--- src/hw/rtl/assert_macros.svh ---
// ----------------------------------------------------------------------------
// assert_macros.svh
// concurrent assertion helpers, compiled out when ASSERT_OFF is defined
// ----------------------------------------------------------------------------
`ifndef ASSERT_MACROS_SVH
`define ASSERT_MACROS_SVH

`ifndef ASSERT_OFF

`define ASSERT_ALWAYS(lbl, clk, rstn, prop, msg) \
  lbl: assert property (@(posedge clk) disable iff (!rstn) (prop)) else $error(msg);

`define ASSERT_IMPL(lbl, clk, rstn, ante, cons, msg) \
  lbl: assert property (@(posedge clk) disable iff (!rstn) (ante) |-> (cons)) else $error(msg);

`define ASSERT_NEXT(lbl, clk, rstn, ante, cons, msg) \
  lbl: assert property (@(posedge clk) disable iff (!rstn) (ante) |=> (cons)) else $error(msg);

`else

`define ASSERT_ALWAYS(lbl, clk, rstn, prop, msg)
`define ASSERT_IMPL(lbl, clk, rstn, ante, cons, msg)
`define ASSERT_NEXT(lbl, clk, rstn, ante, cons, msg)

`endif

`endif

--- src/hw/rtl/dcal_pkg.sv ---
// ----------------------------------------------------------------------------
// dcal_pkg
// shared types, constants and month length lookup for the date counter
// ----------------------------------------------------------------------------
`default_nettype none

package dcal_pkg;

  localparam logic [13:0] MIN_YEAR   = 14'd1900;
  localparam logic [13:0] MAX_YEAR   = 14'd9999;
  localparam logic [13:0] RESET_YEAR = 14'd1900;
  // 1900 = 19 * 100 + 0, 19 mod 4 = 3
  localparam logic [6:0]  RESET_YMOD = 7'd0;
  localparam logic [1:0]  RESET_CENT = 2'd3;
  localparam logic [6:0]  YMOD_TOP   = 7'd99;
  localparam logic [3:0]  LAST_MONTH = 4'd12;
  localparam logic [4:0]  LAST_DAY   = 5'd31;

  typedef enum logic [1:0] {
    OP_LOAD = 2'd0,
    OP_NEXT = 2'd1,
    OP_PREV = 2'd2
  } op_t;

  typedef enum logic [1:0] {
    ST_OK      = 2'd0,
    ST_RANGE   = 2'd1,
    ST_BADLOAD = 2'd2
  } status_t;

  // buffered input word with the load year split by 100
  typedef struct packed {
    logic [1:0]  op;
    logic [13:0] year;
    logic [3:0]  month;
    logic [4:0]  day;
    logic [6:0]  ymod;
    logic [1:0]  cent;
  } item_t;

  // held date, with year mod 100 and century mod 4 for the leap rule
  typedef struct packed {
    logic [13:0] year;
    logic [3:0]  month;
    logic [4:0]  day;
    logic [6:0]  ymod;
    logic [1:0]  cent;
  } date_t;

  function automatic logic is_leap(input logic [1:0] y_lo, input logic [6:0] ymod,
                                   input logic [1:0] cent);
    return (y_lo == 2'd0) && ((ymod != 7'd0) || (cent == 2'd0));
  endfunction

  function automatic logic [4:0] month_len(input logic [3:0] m, input logic leap);
    logic [4:0] len;
    case (m)
      4'd2: begin
        len = leap ? 5'd29 : 5'd28;
      end
      4'd4, 4'd6, 4'd9, 4'd11: begin
        len = 5'd30;
      end
      4'd1, 4'd3, 4'd5, 4'd7, 4'd8, 4'd10, 4'd12: begin
        len = 5'd31;
      end
      default: begin
        len = 5'd0;
      end
    endcase
    return len;
  endfunction

endpackage

`default_nettype wire

--- src/hw/rtl/dcal_in.sv ---
// ----------------------------------------------------------------------------
// dcal_in
// input word register; splits the load year into mod 100 and century mod 4
// ----------------------------------------------------------------------------
`default_nettype none

module dcal_in
  import dcal_pkg::*;
(
  input  wire logic        clk,
  input  wire logic        rst_n,
  input  wire logic        in_valid,
  output logic             in_stall,
  input  wire logic [1:0]  in_operation,
  input  wire logic [13:0] in_load_year,
  input  wire logic [3:0]  in_load_month,
  input  wire logic [4:0]  in_load_day,
  input  wire logic        adv,
  output logic             item_valid,
  output item_t            item
);

  logic        valid_r;
  logic        valid_nxt;
  item_t       item_r;
  item_t       item_nxt;
  logic [26:0] prod;
  logic [7:0]  quot;
  logic [13:0] quot100;
  logic [13:0] rem;
  logic        take;

  // year / 100 by reciprocal, exact below 16384
  assign prod    = {13'd0, in_load_year} * 27'd5243;
  assign quot    = prod[26:19];
  assign quot100 = {quot, 6'd0} + {1'b0, quot, 5'd0} + {4'd0, quot, 2'd0};
  assign rem     = in_load_year - quot100;

  assign in_stall = valid_r && !adv;
  assign take     = in_valid && !in_stall;

  always_comb begin
    valid_nxt = valid_r;
    if (!in_stall) begin
      valid_nxt = in_valid;
    end
    item_nxt.op    = in_operation;
    item_nxt.year  = in_load_year;
    item_nxt.month = in_load_month;
    item_nxt.day   = in_load_day;
    item_nxt.ymod  = rem[6:0];
    item_nxt.cent  = quot[1:0];
  end

  always_ff @(posedge clk) begin
    if (!rst_n) begin
      valid_r <= 1'b0;
    end else begin
      valid_r <= valid_nxt;
    end
  end

  always_ff @(posedge clk) begin
    if (take) begin
      item_r <= item_nxt;
    end
  end

  assign item_valid = valid_r;
  assign item       = item_r;

endmodule

`default_nettype wire

--- src/hw/rtl/dcal_step.sv ---
// ----------------------------------------------------------------------------
// dcal_step
// next date for one word: load with checks, advance or step back one day
// ----------------------------------------------------------------------------
`default_nettype none

module dcal_step
  import dcal_pkg::*;
(
  input  wire item_t    item,
  input  wire date_t    cur,
  output date_t         nxt,
  output logic          nxt_leap,
  output status_t       status
);

  logic       leap_cur;
  logic       leap_ld;
  logic [4:0] len_cur;
  logic [4:0] len_ld;
  logic [4:0] len_prev;
  logic [3:0] month_dec;
  logic       load_ok;

  assign leap_cur  = is_leap(cur.year[1:0], cur.ymod, cur.cent);
  assign leap_ld   = is_leap(item.year[1:0], item.ymod, item.cent);
  assign len_cur   = month_len(cur.month, leap_cur);
  assign len_ld    = month_len(item.month, leap_ld);
  assign month_dec = cur.month - 4'd1;
  assign len_prev  = month_len(month_dec, leap_cur);

  assign load_ok = (item.year >= MIN_YEAR) && (item.year <= MAX_YEAR) &&
                   (item.month >= 4'd1) && (item.month <= LAST_MONTH) &&
                   (item.day >= 5'd1) && (item.day <= len_ld);

  always_comb begin
    nxt    = cur;
    status = ST_OK;
    case (op_t'(item.op))
      OP_LOAD: begin
        if (load_ok) begin
          nxt.year  = item.year;
          nxt.month = item.month;
          nxt.day   = item.day;
          nxt.ymod  = item.ymod;
          nxt.cent  = item.cent;
        end else begin
          status = ST_BADLOAD;
        end
      end
      OP_NEXT: begin
        if (cur.day < len_cur) begin
          nxt.day = cur.day + 5'd1;
        end else if (cur.month < LAST_MONTH) begin
          nxt.month = cur.month + 4'd1;
          nxt.day   = 5'd1;
        end else if (cur.year < MAX_YEAR) begin
          nxt.year  = cur.year + 14'd1;
          nxt.month = 4'd1;
          nxt.day   = 5'd1;
          if (cur.ymod == YMOD_TOP) begin
            nxt.ymod = 7'd0;
            nxt.cent = cur.cent + 2'd1;
          end else begin
            nxt.ymod = cur.ymod + 7'd1;
          end
        end else begin
          status = ST_RANGE;
        end
      end
      OP_PREV: begin
        if (cur.day > 5'd1) begin
          nxt.day = cur.day - 5'd1;
        end else if (cur.month > 4'd1) begin
          nxt.month = month_dec;
          nxt.day   = len_prev;
        end else if (cur.year > MIN_YEAR) begin
          nxt.year  = cur.year - 14'd1;
          nxt.month = LAST_MONTH;
          nxt.day   = LAST_DAY;
          if (cur.ymod == 7'd0) begin
            nxt.ymod = YMOD_TOP;
            nxt.cent = cur.cent - 2'd1;
          end else begin
            nxt.ymod = cur.ymod - 7'd1;
          end
        end else begin
          status = ST_RANGE;
        end
      end
      default: begin
        status = ST_OK;
      end
    endcase
  end

  assign nxt_leap = is_leap(nxt.year[1:0], nxt.ymod, nxt.cent);

endmodule

`default_nettype wire

--- src/hw/rtl/calendar_date_up_down_counter.sv ---
// ----------------------------------------------------------------------------
// calendar_date_up_down_counter
// gregorian date counter: load, advance or step back one day per word
// path: accepted word goes to the dcal_in input register, then the date and
// result registers; throughput: one word per cycle when out_stall is low,
// set by the single date update stage
// reset: synchronous, date returns to 1900-01-01, no words in flight
// ----------------------------------------------------------------------------
`default_nettype none

`include "assert_macros.svh"

module calendar_date_up_down_counter
  import dcal_pkg::*;
(
  input  wire logic        clk,
  input  wire logic        rst_n,
  input  wire logic        in_valid,
  output logic             in_stall,
  input  wire logic [1:0]  in_operation,
  input  wire logic [13:0] in_load_year,
  input  wire logic [3:0]  in_load_month,
  input  wire logic [4:0]  in_load_day,
  output logic             out_valid,
  input  wire logic        out_stall,
  output logic [13:0]      out_cur_year,
  output logic [3:0]       out_cur_month,
  output logic [4:0]       out_cur_day,
  output logic             out_leap,
  output logic [1:0]       out_status
);

  logic    adv;
  logic    item_valid;
  item_t   item;
  logic    step;
  date_t   date_r;
  date_t   date_nxt;
  logic    leap_nxt;
  status_t status_nxt;
  logic    out_valid_r;
  logic    out_valid_nxt;
  date_t   out_date_r;
  logic    out_leap_r;
  status_t out_status_r;
  logic    date_ok;
  logic    out_same;

  assign adv  = !out_valid_r || !out_stall;
  assign step = item_valid && adv;

  dcal_in u_in (
    .clk           (clk),
    .rst_n         (rst_n),
    .in_valid      (in_valid),
    .in_stall      (in_stall),
    .in_operation  (in_operation),
    .in_load_year  (in_load_year),
    .in_load_month (in_load_month),
    .in_load_day   (in_load_day),
    .adv           (adv),
    .item_valid    (item_valid),
    .item          (item)
  );

  dcal_step u_step (
    .item     (item),
    .cur      (date_r),
    .nxt      (date_nxt),
    .nxt_leap (leap_nxt),
    .status   (status_nxt)
  );

  always_comb begin
    out_valid_nxt = out_valid_r;
    if (adv) begin
      out_valid_nxt = item_valid;
    end
  end

  always_ff @(posedge clk) begin
    if (!rst_n) begin
      date_r.year  <= RESET_YEAR;
      date_r.month <= 4'd1;
      date_r.day   <= 5'd1;
      date_r.ymod  <= RESET_YMOD;
      date_r.cent  <= RESET_CENT;
      out_valid_r  <= 1'b0;
    end else begin
      if (step) begin
        date_r <= date_nxt;
      end
      out_valid_r <= out_valid_nxt;
    end
  end

  always_ff @(posedge clk) begin
    if (step) begin
      out_date_r   <= date_nxt;
      out_leap_r   <= leap_nxt;
      out_status_r <= status_nxt;
    end
  end

  assign out_valid     = out_valid_r;
  assign out_cur_year  = out_date_r.year;
  assign out_cur_month = out_date_r.month;
  assign out_cur_day   = out_date_r.day;
  assign out_leap      = out_leap_r;
  assign out_status    = out_status_r;

  assign date_ok  = (date_r.month >= 4'd1) && (date_r.month <= LAST_MONTH) &&
                    (date_r.day >= 5'd1) && (date_r.year >= MIN_YEAR) &&
                    (date_r.year <= MAX_YEAR) && (date_r.ymod <= YMOD_TOP);
  assign out_same = (out_date_r.year == date_r.year) &&
                    (out_date_r.month == date_r.month) &&
                    (out_date_r.day == date_r.day);

  `ASSERT_NEXT(a_date_hold, clk, rst_n, !step, $stable(date_r), "date changed without a word")
  `ASSERT_ALWAYS(a_date_range, clk, rst_n, date_ok, "held date out of range")
  `ASSERT_IMPL(a_out_match, clk, rst_n, out_valid_r, out_same, "result word differs from date")
  `ASSERT_IMPL(a_range_keep, clk, rst_n, step && (status_nxt != ST_OK), date_nxt == date_r, "refused word changed the date")

endmodule

`default_nettype wire
--- config.mk ---
export PLATFORM = sky130hd
export DESIGN_NAME = calendar_date_up_down_counter
export DESIGN_NICKNAME = d
export VERILOG_FILES = /design/src/hw/rtl/dcal_pkg.sv /design/src/hw/rtl/dcal_in.sv /design/src/hw/rtl/dcal_step.sv /design/src/hw/rtl/calendar_date_up_down_counter.sv
export VERILOG_INCLUDE_DIRS = /design/src /design/src/hw/rtl
export SDC_FILE = /design/constraint.sdc
export NUM_CORES = 1
export LEC_CHECK = 0
export BUFFER_PORTS_ARGS = -buffer_cell sky130_fd_sc_hd__buf_2
export CORE_MARGIN = 2
export CORE_UTILIZATION = 50
export CTS_CLUSTER_SIZE = 12
export DETAILED_ROUTE_END_ITERATION = 6
export PLACE_DENSITY = 0.7
export SLEW_MARGIN = 20
export SYNTH_ARGS = -nofsm -noshare
export SYNTH_HDL_FRONTEND = slang
export SYNTH_HIERARCHICAL = 1
export SYNTH_SLANG_ARGS = --single-unit
--- constraint.sdc ---
create_clock -name clk -period 5.62 [get_ports clk]
set_clock_uncertainty 0.1 [all_clocks]
set_input_delay 0.281 -clock clk [delete_from_list [all_inputs] [get_ports clk]]
set_output_delay 0.281 -clock clk [all_outputs]
set_load 0.02 [all_outputs]
==> results.toml <==
[drt]
wl_met1_microns = 10840
wl_met3_microns = 1445
ant_nets = 0
top_layer_used = "met4"
drc = 0
wl_met2_microns = 13370
vias = 8563
routed_via_density = 5.930
drtIter0Drc = 608
wirelength_microns = 26490
wl_per_cell_microns = 18.34
dr.pass1.iters = 5

[placement]
hpwl_microns = 19730
gp_congestion = 0.9756
port_buffers = 56

[power_and_ir_drop]
p_total_mw = 6.006
vdd_drop_max_mv = 0.4423
power_frac_comb_pct = 72.9
power_frac_seq_pct = 15.6
power.density_nw_per_um2 = 509.3
intPower_mw = 3.559
power.leakage_nw = 4.988
switching_share_pct = 40.73
p_clk_share_pct = 11.5
p_switching_mw = 2.446

[synth]
synth_nets = 1287
seq_area_frac_synth_pct = 24.36
synth_most_common_cell = "inv_1"
synth_edf_count = 58
yosysWarnings = 6
synthFlopType = "edfxtp_1"
synth_area_leader_cell = "edfxtp_1"
syn_inst = 1076
ys_async_sr_fraction_pct = 0
syn_avg_cell_area_sq_um = 9.243
ys_seq_elements = 92
synth_cell_types = 97
synth_common_cells = "132 x inv_1, 120 x ha_1, 85 x nand2_1"
netlist_area_sq_um = 9946
synth_top_cell_area_share_pct = 17.51
synth_top_cells_by_area = "edfxtp_1 18%, ha_1 15%, fa_1 12%, dfxtp_1 6.8%, inv_1 5.0%"

[layout]
nets = 1385
area_growth_pct = 18.56
num_antenna_cells = 0
fillers = 1625
drive_gt1_share_pct = 21.97

[clock_network]
cts.sinks = 92
cts-htree-levels = 3
cts_made_buffers = 9
cts_hold_buf = 0
path_clk_slew_ps = 70
clockRootBuffer = "clkbuf_16"
clockBufferDepth = 2
cts_tree = "yes"
clock_latency_ps = 350

[die]
io_pins = 57
start_util_pct = 51.10
die_h_microns = 145.0
chipWidth_microns = 145.0
core_area_sq_um = 19460
die_area_sq_um = 21040
rows = 51

[sta]
setup_slack_ps = -71.62
relSlewSlack_pct = 22.15
setup_tns_ps = -71.62
fmax_ghz = 0.1757
finalMaxSlewViolations = 0
worstMarginPinSlew_ps = 1138
finalSetupViolations = 1
rsz0062_at_grt = "yes"
finalHoldViolCount = 0
timing.hold.ws_ps = 8.268
layout_min_cycle_time_ps = 5692
finalCritPeriodShare_pct = 101.3

[outcome]
violations = "negative setup slack"
run_status = "finished with violations"

[critical_path]
arrival_ps = 5680
worst_setup_path_start_kind = "input pin"
crit_path_end_kind = "flip-flop"
crit_fanout = 4
crit_type = "in2reg"
required_ps = 5610

[global_route]
grt_pass1_wl_microns = 42360
grt_pass1_vias = 8423
grt_max_degree = 67
antenna_found_initial = 0
gr-total-overflow = 0
grt_use_total_pct = 24.69

[worst_hold_path]
min-delay-path-class = "in2reg"

[flow_run]
max_cap_viol_count = 0
cell families after synthesis:
family	synth area share, %
buf+inv	8.303
fa+ha+maj	27.58
mux	4.466
simple gates	15.56
compound gates	17.84
flops	24.36
xor+xnor	1.900
layer usage:
metal  track usage [%]  vias up
met5                 0        -
met4             9.158        0
met3             2.830       62
met2             43.52      341
met1             31.18     4094
li1                  -     4066
placed cells by master (no fill, tap or decap), types with 7 or more instances in the layout:
cell	instances
a21o_1	7
a21oi_1	57
a31oi_1	13
and3_1	9
buf_12	7
buf_2	47
buf_4	82
clkbuf_16	9
dfxtp_1	34
edfxtp_1	58
fa_1	58
ha_1	95
ha_4	19
inv_1	113
inv_2	15
mux2i_1	41
nand2_1	84
nand3_1	21
nand4_1	17
nor2_1	52
nor2b_1	28
nor3_1	26
nor4_1	10
o211ai_1	10
o21a_1	8
o21ai_0	38
o221ai_1	9
xnor2_1	14
worst max-delay path: stages:
cell        delay, ps
buf_2             120
clkinvlp_4        140
fa_1              520
inv_1              40
ha_2              170
fa_1              430
ha_1              280
inv_1              40
fa_1              490
inv_2              50
ha_4              230
a211oi_4          260
o21ai_2           110
o221a_4           300
a21o_1            190
a21oi_2           160
o21ai_1           100
xor2_1            160
ha_1              270
ha_1              290
inv_2              50
ha_4              250
o21a_1            140
nor2_2             50
xnor2_1           180
xnor2_1           150
xnor3_1           230
final cells by class:
type	instances	area [sq um]	area share [%]
multi-input cells	796	7127	60.44
flip-flops and latches	92	2422	20.54
repair buffers	142	1059	8.977
inverters	133	511.7	4.340
well taps	265	331.6	2.812
clock buffers	10	229.0	1.942
clock inverters	6	111.4	0.9444
stage by stage:
stage / cell area (sq um) / utilization (%) / setup WS, ps / std cells
finish: 11790 / 60.59 / -71.62 / 1444
global route: 11790 / 60.59 / -285.3 / 1444
CTS: 11640 / 59.81 / -11.62 / 1441
detailed placement: 10960 / 56.29 / -634.6 / 1414
global placement: 10960 / 56.29 / -517.8 / 1414
floorplan: 10090 / - / -92.16 / 1076
power groups by stage:
| stage | Combinational, mW | Sequential [mW] | Clock, mW |
|---|---|---|---|
| after detailed placement | 3.30 | 0.949 | 0 |
| after global routing | 4.77 | 0.947 | 0.722 |
| final | 4.38 | 0.937 | 0.691 |
| after floorplan | 2.29 | 0.940 | 0 |
| after global placement | 3.19 | 0.950 | 0 |
| after CTS | 3.98 | 0.935 | 0.699 |
final timing paths:
kind | start | slack (ps) | depth (start not counted) | endpoint
min reg2reg | date_r[17] | 370 | 2 | date_r[17]
max reg2reg | date_r[14] | 690 | 15 | out_leap
max | in_load_year[2] | -70 | 27 | u_in/item[8]
min | in_load_day[1] | 8 | 1 | u_in/item[10]
sequential cells by signal (all words and copies together) (netlist names):
register,flops
date_r,32
out_cur_day,5
out_cur_month,4
out_cur_year,14
out_leap,1
out_status,2
out_valid,1
u_in/item,32
u_in/item_valid,1
what timing repair did:
action                                  CTS  global route
pin swaps                                45            30
gates resized for setup                  54            30
buffers inserted                         11             6
endpoints found under the setup margin    1             2
(Power assumes the default switching activity.)
